### src/hw/rtl/ibmd_pkg.sv
// Shared types and constants for the two-channel bus-master DMA register block.
package ibmd_pkg;

  localparam int unsigned BufferBytes = 131072;
  localparam int unsigned OffW = 18;
  localparam int unsigned SizeW = 17;

  localparam logic [2:0] CmdRead = 3'd0;
  localparam logic [2:0] CmdWrite = 3'd1;
  localparam logic [2:0] CmdDataReady = 3'd2;
  localparam logic [2:0] CmdSetIrq = 3'd3;
  localparam logic [2:0] CmdTick = 3'd4;

  localparam logic [2:0] RegCommand = 3'd0;
  localparam logic [2:0] RegStatus = 3'd2;
  localparam logic [2:0] RegTableBase = 3'd4;

  localparam int unsigned CmdStartBit = 0;
  localparam int unsigned CmdWriteBit = 3;
  localparam int unsigned StActiveBit = 0;
  localparam int unsigned StIrqBit = 2;
  localparam int unsigned EotBit = 31;

  localparam logic [7:0] StatusKeepMask = 8'h60;
  localparam logic [7:0] StatusClearMask = 8'h06;
  localparam logic [31:0] BaseAlignMask = 32'hffff_fffc;
  localparam logic [15:0] SizeMask = 16'hfffe;
  localparam logic [SizeW-1:0] SizeMax = 17'h10000;
  localparam logic [31:0] PtrStep = 32'd8;
  localparam logic [31:0] Unmapped = 32'hffff_ffff;

  typedef struct packed {
    logic [2:0] cmd;
    logic channel;
    logic [3:0] reg_address;
    logic [31:0] wr_data;
    logic [31:0] prd_count_word;
    logic xfer_error;
  } req_t;

  typedef struct packed {
    logic [31:0] read_data;
    logic tick_served;
    logic served_channel;
    logic [31:0] prd_pointer;
    logic [SizeW-1:0] xfer_bytes;
    logic [OffW-1:0] buffer_offset;
    logic end_of_table;
    logic complete_notify;
  } rsp_t;

endpackage

### src/hw/rtl/ibmd_core.sv
// Per-channel register state, register access decode and tick service logic.
module ibmd_core (
  input  logic           clk_i,
  input  logic           rst_ni,
  input  logic           en_i,
  input  ibmd_pkg::req_t req_i,
  output ibmd_pkg::rsp_t rsp_o
);

  logic [7:0] cmd_q [2];
  logic [7:0] cmd_d [2];
  logic [7:0] st_q [2];
  logic [7:0] st_d [2];
  logic [31:0] base_q [2];
  logic [31:0] base_d [2];
  logic [31:0] ptr_q [2];
  logic [31:0] ptr_d [2];
  logic [ibmd_pkg::OffW-1:0] off_q [2];
  logic [ibmd_pkg::OffW-1:0] off_d [2];
  logic [1:0] rdy_q;
  logic [1:0] rdy_d;

  logic hit0, hit1, found, tick_ch, sel_ch, blocked, served, is_tick, eot;
  logic [2:0] roff;
  logic [7:0] cur_cmd, cur_st;
  logic [31:0] cur_base, cur_ptr;
  logic [ibmd_pkg::OffW-1:0] cur_off, wrap_off, next_off;
  logic [ibmd_pkg::SizeW-1:0] size;
  logic [ibmd_pkg::OffW:0] end_sum;
  logic start_now, start_was;

  assign roff = req_i.reg_address[2:0];
  assign is_tick = (req_i.cmd == ibmd_pkg::CmdTick);

  assign hit0 = st_q[0][ibmd_pkg::StActiveBit] && (ptr_q[0] != '0);
  assign hit1 = st_q[1][ibmd_pkg::StActiveBit] && (ptr_q[1] != '0);
  assign found = hit0 | hit1;
  assign tick_ch = ~hit0;

  always_comb begin
    case (req_i.cmd)
      ibmd_pkg::CmdRead, ibmd_pkg::CmdWrite: sel_ch = req_i.reg_address[3];
      ibmd_pkg::CmdTick: sel_ch = tick_ch;
      default: sel_ch = req_i.channel;
    endcase
  end

  assign cur_cmd = cmd_q[sel_ch];
  assign cur_st = st_q[sel_ch];
  assign cur_base = base_q[sel_ch];
  assign cur_ptr = ptr_q[sel_ch];
  assign cur_off = off_q[sel_ch];

  assign blocked = ~rdy_q[sel_ch] & cur_cmd[ibmd_pkg::CmdWriteBit];
  assign served = is_tick & found & ~blocked;
  assign eot = req_i.prd_count_word[ibmd_pkg::EotBit];

  assign size = (req_i.prd_count_word[15:0] & ibmd_pkg::SizeMask) == '0 ?
                ibmd_pkg::SizeMax :
                {1'b0, req_i.prd_count_word[15:0] & ibmd_pkg::SizeMask};
  assign end_sum = {1'b0, cur_off} + {2'b00, size};
  assign wrap_off = (end_sum > (ibmd_pkg::OffW+1)'(ibmd_pkg::BufferBytes)) ? '0 : cur_off;
  assign next_off = wrap_off + {1'b0, size};

  assign start_now = req_i.wr_data[ibmd_pkg::CmdStartBit];
  assign start_was = cur_cmd[ibmd_pkg::CmdStartBit];

  always_comb begin
    cmd_d = cmd_q;
    st_d = st_q;
    base_d = base_q;
    ptr_d = ptr_q;
    off_d = off_q;
    rdy_d = rdy_q;
    rsp_o = '0;
    case (req_i.cmd)
      ibmd_pkg::CmdRead: begin
        case (roff)
          ibmd_pkg::RegCommand: rsp_o.read_data = {24'd0, cur_cmd};
          ibmd_pkg::RegStatus: rsp_o.read_data = {24'd0, cur_st};
          ibmd_pkg::RegTableBase: rsp_o.read_data = cur_base;
          default: rsp_o.read_data = ibmd_pkg::Unmapped;
        endcase
      end
      ibmd_pkg::CmdWrite: begin
        case (roff)
          ibmd_pkg::RegCommand: begin
            if (start_now && !start_was) begin
              cmd_d[sel_ch] = req_i.wr_data[7:0];
              st_d[sel_ch][ibmd_pkg::StActiveBit] = 1'b1;
              ptr_d[sel_ch] = cur_base;
              off_d[sel_ch] = '0;
            end else if (!start_now && start_was) begin
              cmd_d[sel_ch] = req_i.wr_data[7:0];
              st_d[sel_ch][ibmd_pkg::StActiveBit] = 1'b0;
            end
          end
          ibmd_pkg::RegStatus: begin
            st_d[sel_ch] = (req_i.wr_data[7:0] & ibmd_pkg::StatusKeepMask)
                         | (cur_st & 8'(1 << ibmd_pkg::StActiveBit))
                         | (cur_st & ~req_i.wr_data[7:0] & ibmd_pkg::StatusClearMask);
          end
          ibmd_pkg::RegTableBase: base_d[sel_ch] = req_i.wr_data & ibmd_pkg::BaseAlignMask;
          default: ;
        endcase
      end
      ibmd_pkg::CmdDataReady: rdy_d[sel_ch] = 1'b1;
      ibmd_pkg::CmdSetIrq: st_d[sel_ch][ibmd_pkg::StIrqBit] = 1'b1;
      ibmd_pkg::CmdTick: begin
        if (served) begin
          rsp_o.tick_served = 1'b1;
          rsp_o.served_channel = sel_ch;
          rsp_o.prd_pointer = cur_ptr;
          rsp_o.xfer_bytes = size;
          rsp_o.buffer_offset = wrap_off;
          rsp_o.end_of_table = eot;
          off_d[sel_ch] = wrap_off;
          if (req_i.xfer_error) begin
            rsp_o.complete_notify = 1'b1;
          end else if (eot) begin
            st_d[sel_ch][ibmd_pkg::StActiveBit] = 1'b0;
            st_d[sel_ch][ibmd_pkg::StIrqBit] = 1'b1;
            ptr_d[sel_ch] = '0;
            off_d[sel_ch] = '0;
            rsp_o.complete_notify = 1'b1;
          end else begin
            off_d[sel_ch] = next_off;
            ptr_d[sel_ch] = cur_ptr + ibmd_pkg::PtrStep;
          end
        end
      end
      default: ;
    endcase
  end

  always_ff @(posedge clk_i or negedge rst_ni) begin
    if (!rst_ni) begin
      cmd_q <= '{default: '0};
      st_q <= '{default: '0};
      base_q <= '{default: '0};
      ptr_q <= '{default: '0};
      off_q <= '{default: '0};
      rdy_q <= '0;
    end else if (en_i) begin
      cmd_q <= cmd_d;
      st_q <= st_d;
      base_q <= base_d;
      ptr_q <= ptr_d;
      off_q <= off_d;
      rdy_q <= rdy_d;
    end
  end

  // A served channel must have been active with a live pointer.
  assert property (@(posedge clk_i) disable iff (!rst_ni)
    en_i && served |-> cur_st[ibmd_pkg::StActiveBit] && (cur_ptr != '0))
    else $error("served channel was not active with a nonzero pointer");

  // End of table without error stops the channel and clears its pointer.
  assert property (@(posedge clk_i) disable iff (!rst_ni)
    en_i && served && eot && !req_i.xfer_error |=>
      !st_q[$past(sel_ch)][ibmd_pkg::StActiveBit] && (ptr_q[$past(sel_ch)] == '0))
    else $error("end of table did not finish the channel");

  // A normal entry advances the pointer by one descriptor.
  assert property (@(posedge clk_i) disable iff (!rst_ni)
    en_i && served && !eot && !req_i.xfer_error |=>
      ptr_q[$past(sel_ch)] == $past(cur_ptr) + ibmd_pkg::PtrStep)
    else $error("pointer did not advance by one descriptor");

  // The buffer offset never runs past the end of the buffer.
  assert property (@(posedge clk_i) disable iff (!rst_ni)
    (off_q[0] <= ibmd_pkg::OffW'(ibmd_pkg::BufferBytes)) &&
    (off_q[1] <= ibmd_pkg::OffW'(ibmd_pkg::BufferBytes)))
    else $error("buffer offset beyond buffer size");

endmodule

### src/hw/rtl/ide_bus_master_dma_regs.sv
// Top level of the two-channel bus-master DMA register block with request and result registers.
// Every request produces exactly one result, which passes through the request register and then the result register.
// One request is taken per cycle; a stalled result holds the request register.
// Register state updates when a request moves from the request to the result register.
// Reset clears all channel registers, the data-ready flags and both valid flags.
module ide_bus_master_dma_regs (
  input  logic           clk_i,
  input  logic           rst_ni,
  input  logic           req_valid_i,
  output logic           req_stall_o,
  input  ibmd_pkg::req_t req_i,
  output logic           rsp_valid_o,
  input  logic           rsp_stall_i,
  output ibmd_pkg::rsp_t rsp_o
);

  logic in_vld_q, out_vld_q, adv, accept, step;
  ibmd_pkg::req_t in_q;
  ibmd_pkg::rsp_t out_q, core_rsp;

  assign adv = ~out_vld_q | ~rsp_stall_i;
  assign req_stall_o = in_vld_q & ~adv;
  assign accept = req_valid_i & ~req_stall_o;
  assign step = in_vld_q & adv;

  ibmd_core u_core (
    .clk_i  (clk_i),
    .rst_ni (rst_ni),
    .en_i   (step),
    .req_i  (in_q),
    .rsp_o  (core_rsp)
  );

  always_ff @(posedge clk_i or negedge rst_ni) begin
    if (!rst_ni) begin
      in_vld_q <= 1'b0;
      out_vld_q <= 1'b0;
    end else begin
      if (accept) begin
        in_vld_q <= 1'b1;
      end else if (adv) begin
        in_vld_q <= 1'b0;
      end
      if (adv) begin
        out_vld_q <= in_vld_q;
      end
    end
  end

  always_ff @(posedge clk_i) begin
    if (accept) begin
      in_q <= req_i;
    end
    if (step) begin
      out_q <= core_rsp;
    end
  end

  assign rsp_valid_o = out_vld_q;
  assign rsp_o = out_q;

  // A request is only held back while an earlier one waits behind a stalled result.
  assert property (@(posedge clk_i) disable iff (!rst_ni)
    req_stall_o |-> in_vld_q && out_vld_q && rsp_stall_i)
    else $error("request stalled without a blocked result");

  // A request in the request register reaches the result register once the output frees.
  assert property (@(posedge clk_i) disable iff (!rst_ni)
    step |=> rsp_valid_o)
    else $error("processed request produced no result");

  // Results only show a served tick when they came from a tick request.
  assert property (@(posedge clk_i) disable iff (!rst_ni)
    step && core_rsp.tick_served |-> in_q.cmd == ibmd_pkg::CmdTick)
    else $error("tick result from a non-tick request");

endmodule

### config.mk
export PLATFORM = sky130hd
export DESIGN_NAME = ide_bus_master_dma_regs
export DESIGN_NICKNAME = d
export VERILOG_FILES = /design/src/hw/rtl/ibmd_pkg.sv /design/src/hw/rtl/ibmd_core.sv /design/src/hw/rtl/ide_bus_master_dma_regs.sv
export SDC_FILE = /design/constraint.sdc
export NUM_CORES = 1
export LEC_CHECK = 0
export ABC_AREA = 1
export BUFFER_PORTS_ARGS = -buffer_cell sky130_fd_sc_hd__buf_2
export CAP_MARGIN = 10
export CELL_PAD_IN_SITES_DETAIL_PLACEMENT = 1
export CELL_PAD_IN_SITES_GLOBAL_PLACEMENT = 1
export CORE_MARGIN = 3
export CORE_UTILIZATION = 50
export CTS_BUF_LIST = sky130_fd_sc_hd__clkbuf_4
export DETAILED_ROUTE_END_ITERATION = 10
export PLACE_DENSITY_LB_ADDON = 0.15
export REMOVE_ABC_BUFFERS = 1
export SETUP_SLACK_MARGIN = 0.02
export SLEW_MARGIN = 20
export SYNTH_ARGS = -nofsm -noshare
export SYNTH_HDL_FRONTEND = slang
export SYNTH_HIERARCHICAL = 1
export SYNTH_SLANG_ARGS = --single-unit
### constraint.sdc
create_clock -name clk_i -period 15.9 [get_ports clk_i]
set_input_delay 1.59 -clock clk_i [delete_from_list [all_inputs] [get_ports clk_i]]
set_output_delay 1.59 -clock clk_i [all_outputs]
set_load 0.02 [all_outputs]
==> results of run 1 <==
[flip-flops by register name, indices dropped and copies added (netlist names)]
name	cells
u_core/st_q	10
in_vld_q	1
u_core/cmd_q	16
u_core/ptr_q	64
u_core/rdy_q	2
u_core/off_q	36
u_core/base_q	60
in_q	57
rsp_o	103
rsp_valid_o	1
[worst paths after layout]
path                       slack (ns)  cells after the start               end
max                              6.44                     43  u_core/off_q[12]
min                              0.48                      2   u_core/rdy_q[0]
max reg2reg                      6.44                     43  u_core/off_q[12]
min reg2reg                      0.48                      2   u_core/rdy_q[0]
max in group asynchronous       12.85                      3   u_core/off_q[9]
min in group asynchronous        0.76                      1  u_core/off_q[11]
[metrics by stage]
stage	hold WS [ns]	setup WS, ns	power, W	area [sq um]
2_1_floorplan	0.4279	6.567	0.001555	18460
3_3_place_gp	0.4430	7.031	0.001735	20080
3_5_place_dp	0.4620	6.706	0.001767	20080
4_1_cts	0.4797	6.581	0.002635	21360
5_1_grt	0.5013	5.654	0.002777	21360
6_report	0.4769	6.436	0.002617	21360
[power by group]
group	internal, W	switching, W	leakage (nW)
combinational	0.000178	0.000447	5.48
clock	0.000456	0.000393	0.761
sequential	0.00107	0.0000769	4.06
total	0.00170	0.000917	10.3
[area by class of cell]
class	instances	area (sq um)	share of cell area
sequential	350	9559	0.4474
antenna	1	2.502	0.0001171
timing repair buffer	183	969.7	0.04539
clock buffer	148	1111	0.05201
multi-input combinational	1652	7875	0.3686
tap	504	630.6	0.02952
inverter	278	1046	0.04896
clock inverter	28	170.2	0.007965
[cells in the final DEF, fill, tap and decap left out, types with 5 or more instances in the layout]
master,count
clkinv_1,21
xor2_1,14
o211ai_1,14
o21ai_1,23
a21boi_0,5
edfxtp_1,160
inv_2,9
dfrtp_1,190
ha_1,34
a211oi_1,5
nand3_1,164
inv_1,268
nand3b_1,6
a31oi_1,30
nor2_1,221
nor2_2,14
nor3_1,10
nand2_2,22
nand4_1,23
buf_4,18
a21oi_1,87
buf_2,164
a21boi_1,10
clkbuf_4,148
o21ai_0,197
nand2_1,705
o22ai_1,19
[worst register-to-register path: cells and delay by family, from the launching register on]
family	cells	cell delay [ns]
fa+ha+maj	3	0.86
xor+xnor	1	0.19
simple gates	24	3.83
buf+inv	9	2.63
flops	1	0.48
compound gates	6	1.36
[metal layers]
| metal | vias up | track usage |
|---|---|---|
| li1 | 8231 | - |
| met1 | 8847 | 0.3937 |
| met5 | - | 0 |
| met3 | 121 | 0.06356 |
| met4 | 0 | 0.1066 |
| met2 | 614 | 0.5155 |
==> summary.md, run 1 <==
| Metric | Value |
|---|---|
| Root Buffer | clkbuf_4 |
| Drt via density | 5.666 |
| Hold Vio Cnt, Final | 0 |
| Worst Path Arrival | 10.13 ns |
| Mapped Cells | 2398 |
| Max-cap violation count | 0 |
| # rows | 70 |
| Crit share post-route | 0.5952 |
| Peak Freq | 105.7 MHz |
| Final WL | 62000 um |
| Fill count | 4665 |
| Initial core utilization | 0.5125 |
| Post-layout util | 0.5767 |
| Endpoint class of the critical path | register |
| Clock skew | 0.05216 ns |
| Vias in the first global route | 18850 |
| Worst setup SP type | register |
| Overall Global Routing Usage | 0.3060 |
| Pwr Density | 122.5 mW/mm^2 |
| RSZ-0062 raised after global routing | false |
| Initial antenna violation count | 1 |
| Worst Max-Slew Pin Slew | 1.039 ns |
| Leakage power | 10.30 nW |
| Share of cells above drive strength 1 | 0.1512 |
| Relative slew slack | 0.3076 |
| Clock Tree Buf Depth | 3 |
| WP buf/inv | 9 |
| Hold path start | u_core/rdy_q[0] |
| Slowest stage delay, CP | 0.77 ns |
| CTS tree | done |
| Setup TNS | 0 ns |
| Syn avg cell area | 7.918 sq um |
| Largest delay contributor family on the critical path | simple AND/OR/NAND/NOR gates |
| Post-CTS Setup Inserts | 0 |
| Synth Warn # | 6 |
| Final net count | 2672 |
| Met2 Wirelength | 30080 um |
| Fin. max-slew vios | 0 |
| Final std cells w/o fill | 3144 |
| Via count | 17810 |
| Top Ports | 182 |
| Run status | finished, final reports clean |
| WL met1 | 26290 um |
| CTS Sinks | 350 |
| RD Place Congestion | 0.9648 |
| Routed Antenna Nets | 0 |
| Min-delay worst type | register to register |
| GRT overflow | 0 |
| CP max FO | 74 |
| Highest routed layer | met4 |
| Placed cells | 2967 |
| Finish-stage setup viols | 0 |
| Critical Path Start | in_q[71] |
| Worst r2r src | in_q[71] |
| Crit-path slowest cell | inv_2 |
| Final min period | 9.464 ns |
| Die area | 0.04035 sq mm |
| H-tree lvl count | 3 |
| Die X | 200.9 um |
| Cell area after synthesis | 0.01899 sq mm |
| Number of port buffers | 165 |
| Crit Path Class | register to register |
| Met3 wire len | 4000 um |
| Most used cell, CP | nand2_1 |
| Peak supply drop | 0.06843 mV |
| Post-CTS Hold Fix Bufs | 0 |
| Critical path required time | 16.57 ns |
| Clock latency on the worst-skew pair | 0.80 ns |
| Area grow syn2layout | 12.52% |
| Die height | 200.9 um |
| First-pass GRT wire length | 99770 um |
| # DRC | 0 |
| DR pass1 iterations | 5 |
| Area of the core | 0.03705 sq mm |
| Num CTS Buffers | 94 |
| HPWL Detailed | 41720 um |
| Clk pin slew, worst setup/hold paths | 0.07 ns |
| Initial DRC count | 1251 |
| DR WL/cell | 19.72 um |
| Post_cts resized | 0 |
| Largest net degree at the start of global routing | 96 |
(Power assumes the default switching activity.)
==> run 2: changes to the inputs <==
--- a/config.mk
+++ b/config.mk
@@ -11,7 +11,7 @@
 export CELL_PAD_IN_SITES_DETAIL_PLACEMENT = 1
 export CELL_PAD_IN_SITES_GLOBAL_PLACEMENT = 1
 export CORE_MARGIN = 3
-export CORE_UTILIZATION = 50
+export CORE_UTILIZATION = 46
 export CTS_BUF_LIST = sky130_fd_sc_hd__clkbuf_4
 export DETAILED_ROUTE_END_ITERATION = 10
 export PLACE_DENSITY_LB_ADDON = 0.15
==> constraint.sdc (replaced) <==
create_clock -name clk_i -period 9.1 [get_ports clk_i]
set_input_delay 0.91 -clock clk_i [delete_from_list [all_inputs] [get_ports clk_i]]
set_output_delay 0.91 -clock clk_i [all_outputs]
set_load 0.02 [all_outputs]
==> summary.md, run 2 (synthesis gave the netlist of run 1 again) <==
| Metric | Value |
|---|---|
| Crit-path slowest cell | buf_4 (was inv_2) |
| First-pass GRT wire length | 100800 um (was 99770 um) |
| Total Power | 0.004569 W (was 0.002617 W) |
| Area of the core | 0.04028 sq mm (was 0.03705 sq mm) |
| Internal Power | 0.002958 W (was 0.001700 W) |
| Die height | 209.2 um (was 200.9 um) |
| Post_cts resized | 0 (unchanged) |
| Reg2reg end | u_core/off_q[35] (was u_core/off_q[12]) |
| RD Place Congestion | 0.9541 (was 0.9648) |
| Leakage power | 10.32 nW (was 10.30 nW) |
| Initial DRC count | 1145 (was 1251) |
| RSZ-0062 raised after global routing | false (unchanged) |
| Setup TNS | 0 ns (unchanged) |
| Max-cap violation count | 0 (unchanged) |
| Commonest non-fill, non-tap cells in the layout | 705 x nand2_1, 268 x inv_1, 221 x nor2_1 (unchanged) |
| Clock skew | 0.05655 ns (was 0.05216 ns) |
| Num CTS Buffers | 96 (was 94) |
| Slowest stage delay, CP | 0.73 ns (was 0.77 ns) |
| WP buf/inv | 4 (was 9) |
| Area grow syn2layout | 12.84% (was 12.52%) |
| Top Ports | 182 (unchanged) |
| # rows | 73 (was 70) |
| Flop pwr share | 0.437 (about the same) |
| Hold Vio Cnt, Final | 0 (unchanged) |
| H-tree lvl count | 3 (unchanged) |
| Share of cells above drive strength 1 | 0.1526 (was 0.1512) |
| Final min period | 7.794 ns (was 9.464 ns) |
| GRT overflow | 0 (unchanged) |
| Largest delay contributor family on the critical path | simple AND/OR/NAND/NOR gates (unchanged) |
| Via count | 17610 (was 17810) |
| Final WL | 63000 um (was 62000 um) |
| DR WL/cell | 19.84 um (was 19.72 um) |
| Run status | finished, final reports clean (unchanged) |
| CTS Sinks | 350 (unchanged) |
| Peak Freq | 128.3 MHz (was 105.7 MHz) |
| R2R cell count | 38 (was 43) |
| Placed cells | 2991 (was 2967) |
| Routed Antenna Nets | 0 (unchanged) |
| Die X | 209.2 um (was 200.9 um) |
| Overall Global Routing Usage | 0.2866 (was 0.3060) |
| Crit Path Class | register to register (unchanged) |
| Worst Path Arrival | 8.51 ns (was 10.13 ns) |
| Final net count | 2677 (was 2672) |
| Fill count | 5047 (was 4665) |
| Most common cell after layout, fill and taps aside | nand2_1 (unchanged) |
| Endpoint class of the critical path | register (unchanged) |
| Most used cell, CP | nand2_1 (unchanged) |
| Worst setup SP type | register (unchanged) |
| Switch share | 0.3527 (was 0.3505) |
| Vias in the first global route | 18880 (was 18850) |
| Combinational Power Share | 0.239 (about the same) |
| Die area | 0.04375 sq mm (was 0.04035 sq mm) |
| Min-delay worst type | primary input to async pin (was register to register) |
| Worst r2r src | u_core/ptr_q[52] (was in_q[71]) |
| Sw power | 0.001611 W (was 0.0009171 W) |
| HPWL Detailed | 42790 um (was 41720 um) |
| Hold slack final | 0.05647 ns (was 0.4769 ns) |
| Final std cells w/o fill | 3176 (was 3144) |
| Post-CTS Setup Inserts | 0 (unchanged) |
| Crit share post-route | 0.8565 (was 0.5952) |
| Initial antenna violation count | 3 (was 1) |
| Largest net degree at the start of global routing | 88 (was 96) |
| Largest register FFs | 103 (unchanged) |
| Clock latency on the worst-skew pair | 0.85 ns (was 0.80 ns) |
| Peak supply drop | 0.1202 mV (was 0.06843 mV) |
| Relative slew slack | 0.3244 (was 0.3076) |
| CTS tree | done (unchanged) |
| Cell area after layout | 0.02142 sq mm (was 0.02136 sq mm) |
| Post-CTS Hold Fix Bufs | 0 (unchanged) |
| Initial core utilization | 0.4714 (was 0.5125) |
| Pwr Density | 213.3 mW/mm^2 (was 122.5 mW/mm^2) |
| Reg2Reg Setup Slack | 1.31 ns (was 6.44 ns) |
| Register area | 0.009559 sq mm (unchanged) |
| Fin. max-slew vios | 0 (unchanged) |
| Area occupied by multi-input gates | 0.007875 sq mm (unchanged) |
| Worst Max-Slew Pin Slew | 1.007 ns (was 1.039 ns) |
| DR pass1 iterations | 5 (unchanged) |
| Finish-stage setup viols | 0 (unchanged) |
| CP max FO | 75 (was 74) |
| Placed Area | 0.02013 sq mm (was 0.02008 sq mm) |
| Clk pin slew, worst setup/hold paths | 0.08 ns (was 0.07 ns) |
| Clock Power Share | 0.325 (was 0.324) |
| # DRC | 0 (unchanged) |
| Number of port buffers | 165 (unchanged) |
| WP depth | 38 (was 43) |
| Critical path required time | 9.82 ns (was 16.57 ns) |
| Drt via density | 5.545 (was 5.666) |
| Clock Tree Buf Depth | 3 (unchanged) |
| Root Buffer | clkbuf_4 (unchanged) |
-- run 2: power groups by stage --
stage | logic [W] | clock network, W | registers [W]
after detailed placement | 0.00107 | 0 | 0.00202
after CTS | 0.00108 | 0.00153 | 0.00199
after floorplan | 0.000682 | 0 | 0.00203
after global placement | 0.00103 | 0 | 0.00201
final | 0.00109 | 0.00148 | 0.00200
after global routing | 0.00122 | 0.00162 | 0.00202
-- run 2: through the flow --
| step | setup slack, ns | utilization |
|---|---|---|
| after global placement | 1.616 | 0.4997 |
| after CTS | 1.414 | 0.5316 |
| after floorplan | 0.4467 | - |
| after detailed placement | 1.426 | 0.4997 |
| final | 1.306 | 0.5319 |
| after global routing | 0.5563 | 0.5319 |
-- run 2: cell type report --
class / instances / area share
antenna: 4 / 0.0004672
clock buffer: 151 / 0.05291
clock inverter: 30 / 0.007067
inverter: 278 / 0.04882
multi-input combinational: 1652 / 0.3676
sequential: 350 / 0.4462
tap: 525 / 0.03066
timing repair buffer: 186 / 0.04631
-- run 2: worst max path at each step --
| stage | to | from |
|---|---|---|
| after floorplan | u_core/ptr_q[42] | rsp_stall_i |
| after global placement | u_core/off_q[17] | u_core/ptr_q[52] |
| after detailed placement | u_core/off_q[35] | u_core/ptr_q[52] |
| after CTS | u_core/off_q[35] | u_core/ptr_q[52] |
| after global routing | u_core/off_q[35] | u_core/ptr_q[50] |
| final | u_core/off_q[35] | u_core/ptr_q[52] |
-- run 2: routing by layer --
| metal | vias up | GRT usage | wire (um) |
|---|---|---|---|
| met3 | 95 | 0.05375 | 3258 |
| met2 | 493 | 0.4830 | 30660 |
| li1 | 8232 | - | - |
| met4 | 0 | 0.07921 | 1208 |
| met5 | - | 0 | 0 |
| met1 | 8791 | 0.3801 | 27870 |
